## src/hw/rtl/mbed_pkg.sv

```systemverilog
`timescale 1ns / 1ps
`default_nettype none
package mbed_pkg;
  localparam int Window = 16;
  localparam int RingDepth = 128;
  localparam int RingAw = 7;
  localparam int ReadyLevel = 50;

  localparam logic [1:0] CfgThreshold = 2'd0;
  localparam logic [1:0] CfgBlend = 2'd1;
  localparam logic [1:0] CfgLimit = 2'd2;

  localparam logic [1:0] PhaseIdle = 2'd0;
  localparam logic [1:0] PhaseEvent = 2'd1;
  localparam logic [1:0] PhaseEnded = 2'd2;

  typedef struct packed {
    logic       ready_res;
    logic [1:0] event_phase;
    logic signed [15:0] baseline_x;
    logic signed [15:0] baseline_y;
    logic signed [15:0] baseline_z;
    logic [6:0] records_logged;
  } out_item_t;

  typedef struct packed {
    logic mode;
    logic signed [15:0] sample_x;
    logic signed [15:0] sample_y;
    logic signed [15:0] sample_z;
  } in_item_t;

  typedef struct packed {
    logic [1:0]  index;
    logic [15:0] data;
  } cfg_item_t;

  // divider handshake between top level and divider unit
  typedef struct packed {
    logic        start;
    logic signed [23:0] dividend;
    logic [7:0]  divisor;
  } div_req_t;

  typedef enum logic [3:0] {
    ST_IDLE, ST_WRITE, ST_WSUM, ST_WDIV, ST_HSUM, ST_HDIV,
    ST_TRACK, ST_BLEND, ST_AXNEXT, ST_OUT
  } state_t;
endpackage
`default_nettype wire

```

## src/hw/rtl/mbed_div.sv

```systemverilog
`timescale 1ns / 1ps
`default_nettype none
module mbed_div (
  input  wire logic               clk,
  input  wire logic               rst_n,
  input  wire mbed_pkg::div_req_t req,
  output logic                    busy,
  output logic signed [15:0]      quot
);
  import mbed_pkg::*;

  logic [4:0]  cnt_r, cnt_nxt;
  logic [23:0] q_r, q_nxt;
  logic [8:0]  rem_r, rem_nxt;
  logic [7:0]  dvs_r, dvs_nxt;
  logic        neg_r, neg_nxt;
  logic [9:0]  trial;
  logic [23:0] qneg;

  // restoring division, one quotient bit a cycle, truncates toward zero
  always_comb begin
    cnt_nxt = cnt_r;
    q_nxt = q_r;
    rem_nxt = rem_r;
    dvs_nxt = dvs_r;
    neg_nxt = neg_r;
    trial = '0;
    if (req.start) begin
      neg_nxt = req.dividend[23];
      q_nxt = req.dividend[23] ? (~req.dividend + 24'd1) : req.dividend;
      rem_nxt = '0;
      dvs_nxt = req.divisor;
      cnt_nxt = 5'd24;
    end else if (cnt_r != 5'd0) begin
      trial = {rem_r, q_r[23]} - {2'b00, dvs_r};
      if (!trial[9]) begin
        rem_nxt = trial[8:0];
        q_nxt = {q_r[22:0], 1'b1};
      end else begin
        rem_nxt = {rem_r[7:0], q_r[23]};
        q_nxt = {q_r[22:0], 1'b0};
      end
      cnt_nxt = cnt_r - 5'd1;
    end
  end

  always_ff @(posedge clk) begin
    if (!rst_n) begin
      cnt_r <= '0;
    end else begin
      cnt_r <= cnt_nxt;
    end
    q_r <= q_nxt;
    rem_r <= rem_nxt;
    dvs_r <= dvs_nxt;
    neg_r <= neg_nxt;
  end

  assign qneg = ~q_r + 24'd1;
  assign busy = (cnt_r != 5'd0);
  assign quot = neg_r ? qneg[15:0] : q_r[15:0];
endmodule
`default_nettype wire

```

## config.mk

```make
export PLATFORM = sky130hd
export DESIGN_NAME = mbed_div
export DESIGN_NICKNAME = d
export VERILOG_FILES = /design/src/hw/rtl/mbed_pkg.sv /design/src/hw/rtl/mbed_div.sv
export SDC_FILE = /design/constraint.sdc
export NUM_CORES = 1
export LEC_CHECK = 0
export BUFFER_PORTS_ARGS = -buffer_cell sky130_fd_sc_hd__buf_2
export CAP_MARGIN = 20
export CORE_MARGIN = 2
export CORE_UTILIZATION = 45
export CTS_BUF_LIST = sky130_fd_sc_hd__clkbuf_4 sky130_fd_sc_hd__clkbuf_8
export CTS_CLUSTER_SIZE = 16
export DETAILED_ROUTE_END_ITERATION = 8
export PLACE_DENSITY = 0.66
export SETUP_SLACK_MARGIN = 0.1
export SLEW_MARGIN = 20
export SYNTH_ARGS = -nofsm -noshare
export SYNTH_HDL_FRONTEND = slang
export SYNTH_SLANG_ARGS = --single-unit
```

## constraint.sdc

```tcl
create_clock -name clk -period 4.2 [get_ports clk]
set_input_delay 0.42 -clock clk [delete_from_list [all_inputs] [get_ports clk]]
set_output_delay 0.42 -clock clk [all_outputs]
set_load 0.05 [all_outputs]
```

==> impl_results.md, run 1 <==
* Outcome: complete, no violations
* Final setup viols at 0
* Slew @ Worst Pin at approximately 0.94 ns
* FF-to-FF Start: cnt_r[0]$_SDFFE_PP0P_
* GP Congestion at 0.856
* DR WL/cell at 14.0 um
* Reg area at 1270 um^2
* Clk sinks at 47
* Net Count, Synth at ~380
* Share of the synthesized area in the top cell type at between 30% and 40%
* Synth area leader: edfxtp_1
* Commonest register cell after synthesis: edfxtp_1
* Clock latency on the worst-skew pair at about 0.30 ns
* Slowest-stage cell, CP: edfxtp_1
* Leak at 1.42 nW
* Vias at 2590
* Buffer count from post-CTS setup fixing at 0
* Worst vdd ir at 0.000257 V
* # IOs at 52
* Endpoint class of the critical path: output pin
* Fmax at 0.331 GHz
* Core area at 6790 um^2
* Final WL at 6710 um
* Min-Delay Startpoint: req[0]
* CTS root buffer: clkbuf_8
* Number of routed nets with antenna violations at 0
* Worst-path clk slew at 0.09 ns
* Setup TNS at 0 ns
* Sequential cell area fraction in the yosys report at 40.2%
* First-pass DRT Iterations at 5
* Post-DP HPWL at 4880 um
* Main area contributors after synthesis: edfxtp_1 (31%), dfxtp_1 (8.9%), xnor2_1 (5.8%)
* Top cells by count, synth: nor2_1 (45), edfxtp_1 (33), a21oi_1 (26)
* Power Total at about 2 mW
* Share of post-route cells with drive strength above 1 at 20.1%
* Die X at 87.8 um
* Initial DRC Count at 188
* Syn Inst Count at 337
* CP required at 3.78 ns
* Final hold vios at 0
* Die area at 7710 um^2
* Unrepaired setup endpoints after global routing: no
* Post-synthesis register bit count at 47
* Syn avg cell area at 9.38 um^2
* Ys async rst share at 0%
* CP bufs+invs at 1
* GRT Util Overall at 18.1%
* Worst Setup Start Kind: flop
* Fin nets at 430
* Period utilization at 72.0%
* Cell family with most CP delay: simple AND/OR/NAND/NOR gates
* TritonCTS Buffers at 5
* Most common cell in the synthesized netlist: nor2_1
* Area Overhead vs Synth at 13.9%
* CTS Buffer Depth at 2
* Synth warnings at 0
* Internal reg-to-reg setup slack at 1.46 ns
* Minimum clock period at roughly 3.0 ns
* Worst Setup SP: q_r[2]$_DFFE_PP_
* Die Span Y at just under 90 um
* Distinct cells, synth at 52
* Largest net degree at the start of global routing at 69
* CP max stage delay at 0.47 ns
* I/O Buffers at slightly above 50
* Worst rel slew slack at 37.4%
* Htree depth at 2
* Initial Util at 46.5%
* Power Dens Cells at 541 nW/um^2
* Final Slew Violations at 0
* CP arrival at 2.60 ns
* ANT cells at 0
* DRC at 0
* Worst min-delay path class: input pin to flop
* Max Cap Viol at 0
* Initial antenna violation count at 0
* EDFF count, synth at 33
* Fill count at 614
* Area of the multi-input gates at ~1800 um^2
* Post-Syn Area at 3160 um^2
* CTS tree: yes
* Post-CTS Resized at 0
* Overflow after GRT at 0
* Max Fanout on Critical Path at 4
* Clock skew at between 0.005 and 0.006 ns
* Via density at 5.40
* Hold_buf cts at 0
* First-pass GRT wire length at 11100 um
* Vias in the first global route at 2409
* # rows at 30
* CP Cell Sequence: nor3_2, nand2_1, or3_1, or4_4, o31ai_2, xnor2_1, buf_2
* Crit path kind: flop to output pin
state kept, by name (all words and copies together), names as in the netlist:
register	cells
rem_r	9
neg_r	1
cnt_r	5
dvs_r	8
q_r	24
report_power, final:
group | switching (mW) | internal [mW]
Clock | 0.152 | 0.174
Sequential | 0.0940 | 0.608
Combinational | 0.586 | 0.334
Total | 0.832 | 1.12
final timing paths:
kind,to,cells past startpoint
hold / removal,dvs_r[0]$_DFFE_PP_,1
setup reg to reg,q_r[15]$_DFFE_PP_,8
setup / recovery,quot[15],7
hold reg to reg,rem_r[1]$_SDFFE_PP0P_,2
metal layers:
| metal | vias up | global-route usage [%] | share of wire [%] |
|---|---|---|---|
| met1 | 1196 | 24.8 | 48 |
| met2 | 70 | 28.3 | 46 |
| met4 | 0 | 6.15 | 1.8 |
| met3 | 12 | 4.34 | 4.7 |
| li1 | 1312 | - | - |
| met5 | - | 0 | 0 |
final cells by class:
cell class	instances	area share, %
clock buffer	5	1.91
clock inverter	3	1.08
inverter	19	1.98
multi-input combinational	257	48.9
sequential	47	35.3
tap	96	3.33
timing repair buffer	53	7.50
cell usage in the layout (no fill, tap or decap), types with 8 or more instances in the layout:
| cell | n |
|---|---|
| o31ai_1 | 9 |
| a21oi_1 | 26 |
| edfxtp_1 | 33 |
| nand2b_1 | 8 |
| nor2_1 | 45 |
| nand2_1 | 19 |
| inv_1 | 19 |
| o21ai_0 | 20 |
| xnor2_1 | 21 |
| dfxtp_1 | 14 |
| xor2_1 | 21 |
| ha_1 | 11 |
| buf_2 | 51 |
stage by stage:
stage                     hold WS, ns  cells  util, %  instance area [um^2]  setup slack [ns]
after floorplan                 0.448    337        -                  3160              1.61
after detailed placement        0.485    472     51.4                  3490              1.48
after global placement          0.489    472     51.4                  3490              1.56
after global routing            0.274    480     53.0                  3600              1.02
after CTS                       0.278    480     53.0                  3600              1.15
final                           0.291    480     53.0                  3600              1.18
cell families after synthesis:
family	count (synthesis)	synth area share (%)
AND/OR/NAND/NOR	113	18.7
adder cells (fa/ha/maj)	12	4.99
XOR/XNOR	42	11.6
flip-flops	47	40.2
multiplexers	2	0.673
AO/OA/AOI/OAI	88	19.7
buffers and inverters	33	4.08
(Power assumes the default switching activity.)
==> run 2: changes to the inputs <==
--- a/config.mk
+++ b/config.mk
@@ -12,7 +12,7 @@
 export CTS_BUF_LIST = sky130_fd_sc_hd__clkbuf_4 sky130_fd_sc_hd__clkbuf_8
 export CTS_CLUSTER_SIZE = 16
 export DETAILED_ROUTE_END_ITERATION = 8
-export PLACE_DENSITY = 0.66
+export PLACE_DENSITY = 0.69
 export SETUP_SLACK_MARGIN = 0.1
 export SLEW_MARGIN = 20
 export SYNTH_ARGS = -nofsm -noshare
==> constraint.sdc (replaced) <==
create_clock -name clk -period 2.5 [get_ports clk]
set_input_delay 0.25 -clock clk [delete_from_list [all_inputs] [get_ports clk]]
set_output_delay 0.25 -clock clk [all_outputs]
set_load 0.05 [all_outputs]
==> impl_results.md, run 2 (synthesized netlist as in run 1, its figures left out) <==
* Slowest-stage cell, CP: or4_4
* Worst rel slew slack at 59.7% (+22 points)
* Post-place instance area at 3580 um^2 (+2.6%)
* Htree depth at 2 (unchanged)
* Die Span Y at 87.8 um (unchanged)
* Slew @ Worst Pin at 0.604 ns (-0.334 ns)
* First-pass DRT Iterations at 4 (-1)
* Initial Util at 46.5% (unchanged)
* Vias at 2626 (+1.4%)
* Met2 usage at 29.6% (+1.3 points)
* Initial antenna violation count at 0 (unchanged)
* DRC at 0 (unchanged)
* Grt peak-use layer: met2
* Unrepaired setup endpoints after global routing: yes
* Share of post-route cells with drive strength above 1 at 25.7% (+5.6 points)
* GP Congestion at 0.838 (-2.1%)
* Non-Filler Instances at 493 (+2.7%)
* Crit path kind: flop to output pin
* Largest Register: q_r
* TritonCTS Buffers at 5 (unchanged)
* Die area at 7710 um^2 (unchanged)
* Endpoint class of the critical path: output pin
* Worst Hold Depth at 1 (unchanged)
* Clock skew at 0.00875 ns (+0.00364 ns)
* Failing checks: setup timing
* Core area at 6790 um^2 (unchanged)
* # rows at 30 (unchanged)
* Power Total at 3.45 mW (+77%)
* Final Slew Violations at 0 (unchanged)
* Leak at 1.52 nW (+6.8%)
* Worst-path clk slew at 0.09 ns (about the same)
* Worst slack at placement at 0.0375 ns (-1.44 ns)
* Placed cells at 483 (+2.3%)
* Largest net degree at the start of global routing at 28 (-59%)
* Via density at 5.33 (-1.3%)
* Outcome: complete, but fails checks
* Vias in the first global route at 2493 (+3.5%)
* GR Util met1 at 25.0% (+0.24 points)
* Minimum clock period at 2.68 ns
* Final hold vios at 0 (unchanged)
* Worst Setup Start Kind: flop
* Largest registers: q_r: 24 flops, rem_r: 9 flops, dvs_r: 8 flops
* Clk sinks at 47 (unchanged)
* Worst r2r path cells at 8 (unchanged)
* Power Dens Cells at 907 nW/um^2 (+68%)
* Final WL at 6750 um (+0.46%)
* Max Cap Viol at 0 (unchanged)
* First-pass GRT wire length at 11200 um (+1.3%)
* Period utilization at 107%
* Hold_ws at 0.114 ns (-0.177 ns)
* Area Overhead vs Synth at 20.3%
* Fin nets at 443 (+3.0%)
* Initial DRC Count at 86 (-54%)
* Max Fanout on Critical Path at 3 (-1)
* Post-DP HPWL at 5000 um (+2.4%)
* CTS Buffer Depth at 2 (unchanged)
* ANT cells at 0 (unchanged)
* Clock latency on the worst-skew pair at 0.30 ns (about the same)
* CP required at 2.25 ns (-1.53 ns)
* Worst min-delay path class: input pin to flop
* Number of routed nets with antenna violations at 0 (unchanged)
* Die X at 87.8 um (unchanged)
* I/O Buffers at 51 (unchanged)
* CTS tree: yes
* # IOs at 52 (unchanged)
* Finished Cell Area at 3800 um^2 (+5.6%)
* Commonest cells after routing, fill and taps aside: nor2_1 (44), buf_2 (42), edfxtp_1 (33), a21oi_1 (25), buf_4 (23)
* CP Cell Sequence: nor3_2, nand2_1, or3_4, or4_4, o31ai_4, xnor2_1, buf_4
* Fmax at roughly 0.37 GHz
* DR WL/cell at 13.7 um (-2.2%)
* CTS root buffer: clkbuf_8
* Largest register FFs at 24 (unchanged)
* Worst vdd ir at 0.000442 V (+72%)
* CP max stage delay at 0.47 ns (about the same)
* Overflow after GRT at 0 (unchanged)
* Final worst slack at -0.175 ns (-1.35 ns)
* CP arrival at 2.43 ns (-0.17 ns)
* GRT Util Overall at 18.4% (+0.23 points)
* Final setup viols at 5 (+5)
* Commonest non-fill, non-tap cell in the layout: nor2_1
* Global routing met3 resource utilization at 4.24% (-0.094 points)
run 2: changes by cell type in the layout (fill, tap and decap cells not counted), moves of 2 or more:
cell      previous run  this run
buf_2               51        42
buf_4                2        23
o21ai_0             20        18
o21ai_2              0         2
clkbuf_4             0         2
run 2: layout make-up:
type                       count  area, um^2
timing repair buffer          66         394
clock buffer                   7        83.8
fill                         616        2990
sequential                    47        1270
inverter                      19        71.3
tap                           96         120
clock inverter                 1        30.0
multi-input combinational    257        1830
run 2: power breakdown:
part           switching (mW)  internal (mW)  total [mW]
clock                   0.255          0.321       0.576
sequential              0.154           1.02        1.17
combinational            1.03          0.670        1.70
run 2: what timing repair did:
action                                  in CTS  in global routing
pin swaps                                    0                  3
setup buffers                                2                  0
resized for setup                           15                 11
hold buffers                                 0                  0
endpoints found under the setup margin       8                 15
endpoints found under the hold margin        0                  0
run 2: worst paths after layout:
check	end	slack, ns	from
worst max-delay path	quot[15]	-0.18	q_r[1]$_DFFE_PP_
worst min-delay path	dvs_r[5]$_DFFE_PP_	0.11	req[5]
worst max register to register	rem_r[5]$_SDFFE_PP0P_	0.25	dvs_r[4]$_DFFE_PP_
worst min register to register	cnt_r[1]$_SDFFE_PP0P_	0.52	cnt_r[1]$_SDFFE_PP0P_
run 2: routing by layer:
layer / vias to the layer above / part of all wire [%]
li1: 1334 / -
met1: 1245 / 48
met4: 0 / 1.3
met2: 38 / 47
met5: - / 0
met3: 9 / 3.4
run 2: worst max-delay path, delay by kind of cell, from the launching register on:
family,cells,cell delay (ns)
AO/OA/AOI/OAI,1,0.25
XOR/XNOR,1,0.15
buffers and inverters,1,0.22
flip-flops,1,0.41
AND/OR/NAND/NOR,4,1.09
run 2: stage by stage:
stage	utilization [%]	TNS (ns)
final	56.0	-0.586
after global routing	56.0	-1.33
after CTS	55.4	-0.752
after detailed placement	52.8	0
after global placement	52.8	0
after floorplan	-	0
